`src/hw/rtl/tcf_pkg.sv`:
```
// shared constants, types and the cordic arctangent table for the tilt filter
`timescale 1ns / 1ps
`default_nettype none

package tcf_pkg;

    localparam int CORDIC_STEPS    = 16;
    localparam int ANGLE_FRAC_BITS = 16;
    localparam int TAB_FRAC        = 36;
    localparam int RND_SH          = TAB_FRAC - ANGLE_FRAC_BITS;
    localparam int STEP_W          = $clog2(CORDIC_STEPS);

    localparam int SAMPLE_W = 16;
    localparam int PRE_SH   = 14;
    // scaled vector plus cordic gain and the quarter turn
    localparam int VEC_W    = SAMPLE_W + PRE_SH + 3;
    // degrees in Q.36, range about +-512
    localparam int ANG_W    = TAB_FRAC + 10;
    // rounded accelerometer angle, one extra bit for the negation
    localparam int ACC_W    = ANG_W - RND_SH + 1;

    localparam int BIAS_W   = 8;
    localparam int GAIN_W   = 16;
    localparam int WEIGHT_W = 17;
    localparam int CFG_W    = 17;
    localparam int CFG_IDX_W = 2;
    localparam int OUT_W    = 32;
    // angle plus corrected rate times gain
    localparam int G_W      = OUT_W + 2;
    localparam int MB_W     = WEIGHT_W + 1;
    localparam int PROD_W   = G_W + MB_W;

    localparam logic [CFG_IDX_W-1:0] CFG_GYRO_BIAS_HALF = 2'd0;
    localparam logic [CFG_IDX_W-1:0] CFG_GYRO_GAIN      = 2'd1;
    localparam logic [CFG_IDX_W-1:0] CFG_BLEND_WEIGHT   = 2'd2;

    localparam logic [BIAS_W-1:0]   BIAS_RESET   = 8'd51;
    localparam logic [GAIN_W-1:0]   GAIN_RESET   = 16'd200;
    localparam logic [WEIGHT_W-1:0] WEIGHT_RESET = 17'd655;
    localparam logic [WEIGHT_W-1:0] WEIGHT_ONE   = 17'd65536;

    localparam logic [63:0] ONE_Q56 = 64'd1 << 56;

    typedef logic [63:0] atan_tab_t [CORDIC_STEPS];

    // unsigned quotient by restoring long division
    function automatic logic [63:0] const_udiv(input logic [63:0] num,
                                               input logic [63:0] den);
        logic [63:0] quo;
        logic [64:0] rem;
        quo = '0;
        rem = '0;
        for (int b = 63; b >= 0; b--)
        begin
            rem = {rem[63:0], num[b]};
            if (rem >= {1'b0, den})
            begin
                rem    = rem - {1'b0, den};
                quo[b] = 1'b1;
            end
        end
        return quo;
    endfunction

    // atan(2^-i) in degrees, Q.36, from arctangent series on integers
    function automatic atan_tab_t build_atan_tab();
        atan_tab_t          tab;
        logic [63:0]        n;
        logic [63:0]        nn;
        logic [63:0]        p;
        logic [63:0]        k;
        logic [63:0]        term;
        logic [63:0]        r36;
        logic signed [63:0] sum;
        logic signed [63:0] rad;
        for (int i = 0; i < CORDIC_STEPS; i++)
        begin
            rad = 64'sd0;
            for (int pass = 0; pass < 2; pass++)
            begin
                if (i == 0)
                begin
                    n = (pass == 0) ? 64'd5 : 64'd239;
                end
                else
                begin
                    n = 64'd1 << i;
                end
                nn  = n * n;
                p   = const_udiv(ONE_Q56, n);
                sum = 64'sd0;
                k   = 64'd0;
                while (p != 64'd0)
                begin
                    term = const_udiv(p, 64'd2 * k + 64'd1);
                    if (k[0])
                    begin
                        sum = sum - $signed(term);
                    end
                    else
                    begin
                        sum = sum + $signed(term);
                    end
                    p = const_udiv(p, nn);
                    k = k + 64'd1;
                end
                if (i == 0)
                begin
                    rad = (pass == 0) ? (sum <<< 2) : (rad - sum);
                end
                else if (pass == 0)
                begin
                    rad = sum;
                end
            end
            r36    = ($unsigned(rad) + (64'd1 << 19)) >> 20;
            tab[i] = const_udiv(r36 * 64'd18000000, 64'd314159);
        end
        return tab;
    endfunction

    localparam atan_tab_t ATAN_TAB = build_atan_tab();

endpackage

`default_nettype wire

```
`src/hw/rtl/tcf_cordic.sv`:
```
// iterative vectoring cordic: accelerometer angle -atan2(y, x) in degrees
`timescale 1ns / 1ps
`default_nettype none

module tcf_cordic (
    input  wire logic                               clk,
    input  wire logic                               rst_n,
    input  wire logic                               start,
    input  wire logic signed [tcf_pkg::SAMPLE_W-1:0] y_in,
    input  wire logic signed [tcf_pkg::SAMPLE_W-1:0] x_in,
    output logic                                    done,
    output logic signed [tcf_pkg::ACC_W-1:0]        angle
);

    typedef enum logic [2:0] {
        C_IDLE = 3'b001,
        C_RUN  = 3'b010,
        C_FIN  = 3'b100
    } cordic_state_t;

    localparam int VW = tcf_pkg::VEC_W;
    localparam int AW = tcf_pkg::ANG_W;
    localparam int SW = tcf_pkg::SAMPLE_W;
    localparam int XW = VW - SW - tcf_pkg::PRE_SH;

    cordic_state_t                   state_reg, state_next;
    logic [tcf_pkg::STEP_W-1:0]      step_reg, step_next;
    logic                            done_reg, done_next;
    logic signed [VW-1:0]            cx_reg, cx_next;
    logic signed [VW-1:0]            cy_reg, cy_next;
    logic signed [AW-1:0]            ang_reg, ang_next;
    logic                            zero_reg, zero_next;
    logic signed [tcf_pkg::ACC_W-1:0] angle_reg, angle_next;

    logic signed [VW-1:0] x_ext, y_ext, dx, dy;
    logic signed [AW-1:0] tab_step, ang90, rnd;

    assign x_ext = $signed({{XW{x_in[SW-1]}}, x_in, {tcf_pkg::PRE_SH{1'b0}}});
    assign y_ext = $signed({{XW{y_in[SW-1]}}, y_in, {tcf_pkg::PRE_SH{1'b0}}});
    assign ang90 = $signed(tcf_pkg::ATAN_TAB[0][AW-1:0]) <<< 1;

    assign dx       = cy_reg >>> step_reg;
    assign dy       = cx_reg >>> step_reg;
    assign tab_step = $signed(tcf_pkg::ATAN_TAB[step_reg][AW-1:0]);
    assign rnd      = (ang_reg + $signed({{(AW-tcf_pkg::RND_SH){1'b0}}, 1'b1,
                      {(tcf_pkg::RND_SH-1){1'b0}}})) >>> tcf_pkg::RND_SH;

    always_comb
    begin
        state_next = state_reg;
        step_next  = step_reg;
        done_next  = 1'b0;
        cx_next    = cx_reg;
        cy_next    = cy_reg;
        ang_next   = ang_reg;
        zero_next  = zero_reg;
        angle_next = angle_reg;
        case (state_reg)
            C_IDLE:
            begin
                if (start)
                begin
                    zero_next = (x_in == '0) && (y_in == '0);
                    step_next = '0;
                    // left half plane: turn a quarter toward positive x first
                    if (x_in < 0)
                    begin
                        if (y_in >= 0)
                        begin
                            cx_next  = y_ext;
                            cy_next  = -x_ext;
                            ang_next = ang90;
                        end
                        else
                        begin
                            cx_next  = -y_ext;
                            cy_next  = x_ext;
                            ang_next = -ang90;
                        end
                    end
                    else
                    begin
                        cx_next  = x_ext;
                        cy_next  = y_ext;
                        ang_next = '0;
                    end
                    state_next = C_RUN;
                end
            end
            C_RUN:
            begin
                if (cy_reg >= 0)
                begin
                    cx_next  = cx_reg + dx;
                    cy_next  = cy_reg - dy;
                    ang_next = ang_reg + tab_step;
                end
                else
                begin
                    cx_next  = cx_reg - dx;
                    cy_next  = cy_reg + dy;
                    ang_next = ang_reg - tab_step;
                end
                if (step_reg == tcf_pkg::STEP_W'(tcf_pkg::CORDIC_STEPS - 1))
                begin
                    state_next = C_FIN;
                end
                else
                begin
                    step_next = step_reg + 1'b1;
                end
            end
            C_FIN:
            begin
                angle_next = zero_reg ? '0 : -rnd[tcf_pkg::ACC_W-1:0];
                done_next  = 1'b1;
                state_next = C_IDLE;
            end
            default:
            begin
                state_next = C_IDLE;
            end
        endcase
    end

    always_ff @(posedge clk or negedge rst_n)
    begin
        if (!rst_n)
        begin
            state_reg <= C_IDLE;
            step_reg  <= '0;
            done_reg  <= 1'b0;
        end
        else
        begin
            state_reg <= state_next;
            step_reg  <= step_next;
            done_reg  <= done_next;
        end
    end

    always_ff @(posedge clk)
    begin
        cx_reg    <= cx_next;
        cy_reg    <= cy_next;
        ang_reg   <= ang_next;
        zero_reg  <= zero_next;
        angle_reg <= angle_next;
    end

    assign done  = done_reg;
    assign angle = angle_reg;

endmodule

`default_nettype wire

```
`src/hw/rtl/tilt_complementary_filter_core.sv`:
```
// top level: tilt complementary filter with gyro integration and weighted blend
`timescale 1ns / 1ps
`default_nettype none

// Each accepted word (accel_x, accel_z, gyro_y) yields one tilt_angle word,
// signed Q16.16 degrees, blending -atan2(accel_x, accel_z) with the previous
// angle plus the bias-corrected gyro rate times gyro_gain. An item passes
// through a load step, 16 iterations of the single shift-add cordic stage,
// a rounding step, the hand-over of the angle, then two passes through the
// shared 34x18 multiplier and a final add and saturate. in_ready is low
// from acceptance until the item is finished, so no new word is taken before
// then; the finished word sits in the output register while the next word is
// taken, and a word still waiting there holds the final step until it leaves.
// Configuration writes are accepted in any cycle and must only be issued
// while the block is idle.
module tilt_complementary_filter_core (
    input  wire logic                                 clk,
    input  wire logic                                 rst_n,
    input  wire logic                                 in_valid,
    output logic                                      in_ready,
    input  wire logic signed [tcf_pkg::SAMPLE_W-1:0]  accel_x,
    input  wire logic signed [tcf_pkg::SAMPLE_W-1:0]  accel_z,
    input  wire logic signed [tcf_pkg::SAMPLE_W-1:0]  gyro_y,
    output logic                                      out_valid,
    input  wire logic                                 out_ready,
    output logic signed [tcf_pkg::OUT_W-1:0]          tilt_angle,
    input  wire logic                                 cfg_valid,
    output logic                                      cfg_ready,
    input  wire logic [tcf_pkg::CFG_IDX_W-1:0]        cfg_index,
    input  wire logic [tcf_pkg::CFG_W-1:0]            cfg_data
);

    typedef enum logic [6:0] {
        S_IDLE  = 7'b0000001,
        S_GYRO  = 7'b0000010,
        S_GSUM  = 7'b0000100,
        S_WAIT  = 7'b0001000,
        S_MUL_A = 7'b0010000,
        S_MUL_G = 7'b0100000,
        S_SUM   = 7'b1000000
    } tcf_state_t;

    localparam int GW  = tcf_pkg::G_W;
    localparam int PW  = tcf_pkg::PROD_W;
    localparam int OW  = tcf_pkg::OUT_W;
    localparam int AW  = tcf_pkg::ACC_W;
    localparam int SW  = tcf_pkg::SAMPLE_W;
    localparam int RW  = PW - 16;
    localparam logic signed [RW-1:0] RES_MAX = $signed({{(RW-OW+1){1'b0}}, {(OW-1){1'b1}}});
    localparam logic signed [RW-1:0] RES_MIN = $signed({{(RW-OW+1){1'b1}}, {(OW-1){1'b0}}});
    localparam logic signed [PW-1:0] ROUND_HALF = $signed({{(PW-16){1'b0}}, 16'h8000});

    tcf_state_t                            state_reg, state_next;
    logic [tcf_pkg::BIAS_W-1:0]            bias_reg;
    logic [tcf_pkg::GAIN_W-1:0]            gain_reg;
    logic [tcf_pkg::WEIGHT_W-1:0]          weight_reg;
    logic signed [SW-1:0]                  corr_reg, corr_next;
    logic signed [PW-1:0]                  prod_reg, prod_next;
    logic signed [PW-1:0]                  sum_reg, sum_next;
    logic signed [GW-1:0]                  g_reg, g_next;
    logic signed [OW-1:0]                  angle_reg, angle_next;
    logic                                  out_valid_reg, out_valid_next;

    logic                                  accept, out_free, wr_out;
    logic                                  cordic_done;
    logic signed [AW-1:0]                  acc_angle;
    logic signed [SW+1:0]                  gdiff, gadj;
    logic signed [SW:0]                    gtr;
    logic [tcf_pkg::WEIGHT_W-1:0]          w_eff, w_rest;
    logic signed [GW-1:0]                  ma;
    logic signed [tcf_pkg::MB_W-1:0]       mb;
    logic signed [PW-1:0]                  prod;
    logic signed [PW-1:0]                  total;
    logic signed [RW-1:0]                  res;

    assign in_ready  = (state_reg == S_IDLE);
    assign accept    = in_valid && in_ready;
    assign cfg_ready = 1'b1;
    assign out_free  = !out_valid_reg || out_ready;
    assign wr_out    = (state_reg == S_SUM) && out_free;

    tcf_cordic u_cordic (
        .clk   (clk),
        .rst_n (rst_n),
        .start (accept),
        .y_in  (accel_x),
        .x_in  (accel_z),
        .done  (cordic_done),
        .angle (acc_angle)
    );

    // bias correction, truncated toward zero, then saturated to 16 bits
    assign gdiff = $signed({gyro_y[SW-1], gyro_y, 1'b0}) - $signed({2'b00, bias_reg});
    assign gadj  = gdiff + $signed({{(SW+1){1'b0}}, gdiff[SW+1]});
    assign gtr   = gadj[SW+1:1];

    always_comb
    begin
        if (gtr < $signed({1'b1, 1'b1, {(SW-1){1'b0}}}))
        begin
            corr_next = $signed({1'b1, {(SW-1){1'b0}}});
        end
        else if (gtr > $signed({2'b00, {(SW-1){1'b1}}}))
        begin
            corr_next = $signed({1'b0, {(SW-1){1'b1}}});
        end
        else
        begin
            corr_next = gtr[SW-1:0];
        end
    end

    assign w_eff  = (weight_reg > tcf_pkg::WEIGHT_ONE) ? tcf_pkg::WEIGHT_ONE : weight_reg;
    assign w_rest = tcf_pkg::WEIGHT_ONE - w_eff;

    // shared multiplier operand select
    always_comb
    begin
        case (state_reg)
            S_GYRO:
            begin
                ma = $signed({{(GW-SW){corr_reg[SW-1]}}, corr_reg});
                mb = $signed({2'b00, gain_reg});
            end
            S_MUL_A:
            begin
                ma = $signed({{(GW-AW){acc_angle[AW-1]}}, acc_angle});
                mb = $signed({1'b0, w_eff});
            end
            default:
            begin
                ma = g_reg;
                mb = $signed({1'b0, w_rest});
            end
        endcase
    end

    assign prod  = ma * mb;
    assign total = sum_reg + prod_reg;
    assign res   = total[PW-1:16];

    always_comb
    begin
        state_next     = state_reg;
        prod_next      = prod_reg;
        sum_next       = sum_reg;
        g_next         = g_reg;
        angle_next     = angle_reg;
        out_valid_next = out_valid_reg && !out_ready;
        case (state_reg)
            S_IDLE:
            begin
                if (accept)
                begin
                    state_next = S_GYRO;
                end
            end
            S_GYRO:
            begin
                prod_next  = prod;
                state_next = S_GSUM;
            end
            S_GSUM:
            begin
                g_next     = $signed({{(GW-OW){angle_reg[OW-1]}}, angle_reg}) + prod_reg[GW-1:0];
                state_next = S_WAIT;
            end
            S_WAIT:
            begin
                if (cordic_done)
                begin
                    state_next = S_MUL_A;
                end
            end
            S_MUL_A:
            begin
                prod_next  = prod;
                state_next = S_MUL_G;
            end
            S_MUL_G:
            begin
                sum_next   = prod_reg + ROUND_HALF;
                prod_next  = prod;
                state_next = S_SUM;
            end
            S_SUM:
            begin
                // hold here while the previous word is still pending
                if (out_free)
                begin
                    if (res > RES_MAX)
                    begin
                        angle_next = RES_MAX[OW-1:0];
                    end
                    else if (res < RES_MIN)
                    begin
                        angle_next = RES_MIN[OW-1:0];
                    end
                    else
                    begin
                        angle_next = res[OW-1:0];
                    end
                    out_valid_next = 1'b1;
                    state_next     = S_IDLE;
                end
            end
            default:
            begin
                state_next = S_IDLE;
            end
        endcase
    end

    always_ff @(posedge clk or negedge rst_n)
    begin
        if (!rst_n)
        begin
            state_reg     <= S_IDLE;
            out_valid_reg <= 1'b0;
            angle_reg     <= '0;
            bias_reg      <= tcf_pkg::BIAS_RESET;
            gain_reg      <= tcf_pkg::GAIN_RESET;
            weight_reg    <= tcf_pkg::WEIGHT_RESET;
        end
        else
        begin
            state_reg     <= state_next;
            out_valid_reg <= out_valid_next;
            angle_reg     <= angle_next;
            if (cfg_valid && cfg_ready)
            begin
                case (cfg_index)
                    tcf_pkg::CFG_GYRO_BIAS_HALF: bias_reg   <= cfg_data[tcf_pkg::BIAS_W-1:0];
                    tcf_pkg::CFG_GYRO_GAIN:      gain_reg   <= cfg_data[tcf_pkg::GAIN_W-1:0];
                    tcf_pkg::CFG_BLEND_WEIGHT:   weight_reg <= cfg_data[tcf_pkg::WEIGHT_W-1:0];
                    default:
                    begin
                        bias_reg <= bias_reg;
                    end
                endcase
            end
        end
    end

    always_ff @(posedge clk)
    begin
        if (accept)
        begin
            corr_reg <= corr_next;
        end
        prod_reg <= prod_next;
        sum_reg  <= sum_next;
        g_reg    <= g_next;
    end

    assign out_valid  = out_valid_reg;
    assign tilt_angle = angle_reg;

    a_busy_after_accept : assert property (@(posedge clk) disable iff (!rst_n)
        in_valid && in_ready |=> !in_ready)
        else $error("block still ready right after taking a word");

    a_done_in_wait : assert property (@(posedge clk) disable iff (!rst_n)
        cordic_done |-> state_reg == S_WAIT)
        else $error("cordic finished outside the wait state");

    a_angle_only_on_write : assert property (@(posedge clk) disable iff (!rst_n)
        !wr_out |=> $stable(angle_reg))
        else $error("kept angle changed without an output word");

    a_valid_from_write : assert property (@(posedge clk) disable iff (!rst_n)
        $rose(out_valid_reg) |-> $past(wr_out))
        else $error("output word raised without a finished item");

endmodule

`default_nettype wire
```
`config.mk`:
```
export PLATFORM = sky130hd
export DESIGN_NAME = tilt_complementary_filter_core
export DESIGN_NICKNAME = d
export VERILOG_FILES = /design/src/hw/rtl/tcf_pkg.sv /design/src/hw/rtl/tcf_cordic.sv /design/src/hw/rtl/tilt_complementary_filter_core.sv
export SDC_FILE = /design/constraint.sdc
export NUM_CORES = 2
export LEC_CHECK = 0
export BUFFER_PORTS_ARGS = -buffer_cell sky130_fd_sc_hd__buf_2
export CORE_ASPECT_RATIO = 1.5
export CORE_MARGIN = 2
export CORE_UTILIZATION = 25
export DETAILED_ROUTE_END_ITERATION = 12
export PLACE_DENSITY_LB_ADDON = 0.1
export SYNTH_ARGS = -nofsm -noshare
export SYNTH_HDL_FRONTEND = slang
export SYNTH_SLANG_ARGS = --single-unit
```
`constraint.sdc`:
```
create_clock -name clk -period 13.45 [get_ports clk]
set_input_delay 2.0175 -clock clk [delete_from_list [all_inputs] [get_ports clk]]
set_output_delay 2.0175 -clock clk [all_outputs]
set_load 0.05 [all_outputs]
```
==> results.sh <==
export IMPL_ctsHoldBuffers=0
export IMPL_hp_class="flip-flop to flip-flop"
export IMPL_dieWidth_um=378
export IMPL_cp_max_fo=29
export IMPL_syn_inst=5808
export IMPL_synth_avg_cell_area_um2=9.02
export IMPL_clk_path_buf_depth=3
export IMPL_worstSkewPairLatency_ps=720
export IMPL_ys_types=101
export IMPL_drc_errors=0
export IMPL_core_area_um2=208000
export IMPL_n_fill_cell=22500
export IMPL_yosys_top_cells_area="fa_1 21%, edfxtp_1 17%, ha_1 8.1%"
export IMPL_slew_violations=0
export IMPL_async_reset_ff_share_pct=23.2
export IMPL_ios=107
export IMPL_die_area_um2=213000
export IMPL_placed_cells=8518
export IMPL_synth_top_area_share_pct=21.2
export IMPL_met2_usage_pct=36.4
export IMPL_crit_path_frequent_cell="fa_1"
export IMPL_maxCapViolCount=0
export IMPL_grt_max_degree=74
export IMPL_cts_clk_slew_worst_paths_ps=60
export IMPL_synth_common_cells="767 x inv_1, 692 x nand2_1, 556 x fa_1, 449 x nor2_1, 339 x ha_1"
export IMPL_synth_edff_count=294
export IMPL_netlist_area_um2=52400
export IMPL_first_pass_iters=5
export IMPL_path_class="flip-flop to flip-flop"
export IMPL_place_port_buffers=105
export IMPL_grt_pass1_wl_um=293000
export IMPL_grt_usage_pct=18.4
export IMPL_syn_to_final_growth_pct=10.5
export IMPL_end_kind="flip-flop"
export IMPL_critPathLaunchType="flip-flop"
export IMPL_critPathSlowestCell="nand2_2"
export IMPL_gp_congestion=0.846
export IMPL_nets=6743
export IMPL_cts_sinks=383
export IMPL_start_util_pct=25.2
export IMPL_instances_no_fill=8619
export IMPL_post_route_min_period_ps=11910
export IMPL_cp_data_arrival_time_ps=12330
export IMPL_post_cts_resized=0
export IMPL_multiInputGateArea_um2=37500
export IMPL_finalCritPeriodShare_pct=88.6
export IMPL_ys_ff_latch=383
export IMPL_wirelength_um=197000
export IMPL_hold_violations=0
export IMPL_grt_use_met3_pct=1.22
export IMPL_rows=205
export IMPL_synthFlopType="edfxtp_1"
export IMPL_hpwl_um=156000
export IMPL_ant_nets=0
export IMPL_slowest_delay_ps=770
export IMPL_fin_skew_ps=96.9
export IMPL_vias=41900
export IMPL_post_cts_buffers=0
export IMPL_whs_ps=514
export IMPL_yosysMostFrequentCell="inv_1"
export IMPL_grt_antenna_before_repair=12
export IMPL_grt_pass1_vias=44400
export IMPL_cts_buffers=50
export IMPL_syn_num_nets=6775
export IMPL_drive_above_1_share_pct=8.44
export IMPL_ctsRootBufferMaster="clkbuf_16"
export IMPL_worst_pin_slew_ps=1170
export IMPL_use_met1_pct=20.3
export IMPL_yosysWarnings=0
export IMPL_die_h_um=565
export IMPL_outcome="finished clean"
export IMPL_cts_tree="built"
export IMPL_yosysSeqAreaShare_pct=21.1
export IMPL_setup_tns_ps=0
export IMPL_drt_initial_drc_count=2291
export IMPL_regArea_um2=11100
export IMPL_htreeDepth=2
export IMPL_grt_overflow=0
export IMPL_slew_headroom_pct=21.5
export IMPL_cp_required_ps=13870
export IMPL_setup_viol=0
export IMPL_rsz0062_at_grt="false"
export IMPL_max_clock_freq_mhz=84.0
export IMPL_vias_per_cell=4.86
export IMPL_synth_top_area_cell="fa_1"
export IMPL_grt_busiest_layer="met2"
export IMPL_wl_per_cell_um=22.8
per-layer routing:
layer	routed length [µm]	vias up	share of wire, %
met5	0	-	0
met4	7300	0	3.7
met3	4040	199	2.1
met2	111000	675	56
met1	74800	21400	38
li1	-	19700	-
layout by cell type, fill, tap and decap left out, drive strengths merged, types with 28 or more instances in the layout:
cell type | synthesis | routed
xnor2 | 280 | 280
mux2 | 70 | 70
xor2 | 153 | 153
nor2 | 451 | 451
o21a | 44 | 44
o21ai | 294 | 294
nand2b | 52 | 52
nor2b | 33 | 33
mux4 | 73 | 73
a221oi | 37 | 37
nand2 | 692 | 692
o21bai | 33 | 33
a31oi | 32 | 32
and2 | 48 | 48
clkbuf | 223 | 59
a221o | 33 | 33
and3 | 67 | 67
a21o | 119 | 119
a21oi | 322 | 322
edfxtp | 294 | 294
ha | 339 | 339
inv | 771 | 774
nand3 | 101 | 101
o211ai | 43 | 43
buf | 41 | 180
fa | 556 | 556
nor3 | 61 | 61
dfrtp | 74 | 74
o22a | 34 | 34
mux2i | 43 | 43
nand4 | 47 | 47
o31ai | 30 | 30
a211oi | 28 | 28
path summary, 6_finish.rpt:
path | slack (ps) | endpoint | cells past startpoint | from
min reg2reg | 510 | gain_reg[0] | 1 | gain_reg[0]
max in group asynchronous | 10740 | u_cordic.step_reg[2] | 2 | rst_n
max | 1540 | prod_reg[51] | 36 | weight_reg[0]
min | 510 | gain_reg[0] | 1 | gain_reg[0]
min in group asynchronous | 1270 | tilt_angle[0] | 1 | rst_n
max reg2reg | 1540 | prod_reg[51] | 36 | weight_reg[0]
final cells by class:
cell class	count	share of cell area, %
clock inverter	35	0.847
multi-input combinational	4389	64.8
clock buffer	59	2.27
sequential	383	19.2
inverter	772	5.01
antenna	7	0.0302
timing repair buffer	180	1.88
tap	2794	6.04
through the flow:
step | util, % | worst slack [ps] | instance area (µm²)
6_report | 27.8 | 1540 | 57900
5_1_grt | 27.8 | 716 | 57900
4_1_cts | 27.8 | 1460 | 57900
3_5_place_dp | 26.9 | 1550 | 56100
3_3_place_gp | 26.9 | 1580 | 56100
2_1_floorplan | - | 3670 | 52400
critical path, delay by kind of cell (launching register included):
family                     cells  cell delay [ps]
DFF                            1              380
and+or+nand+nor               12             3430
xor gates and xnor gates       1              170
buffers and inverters          5              600
adders and majority gates      8             3880
AOI/OAI and AO/OA             10             3110
cells by family after synthesis:
group,Yosys count,share of synthesized area [%]
flops,383,21.1
fa+ha+maj,896,29.3
mux,186,5.46
simple gates,1697,14.8
xor+xnor,433,7.25
other cells,1,0.00715
buf+inv,1036,7.56
compound gates,1176,14.4
Power is left out: the tool's default activity adds up to more than one toggle a clock period on the data nets, which glitch-free logic cannot reach.
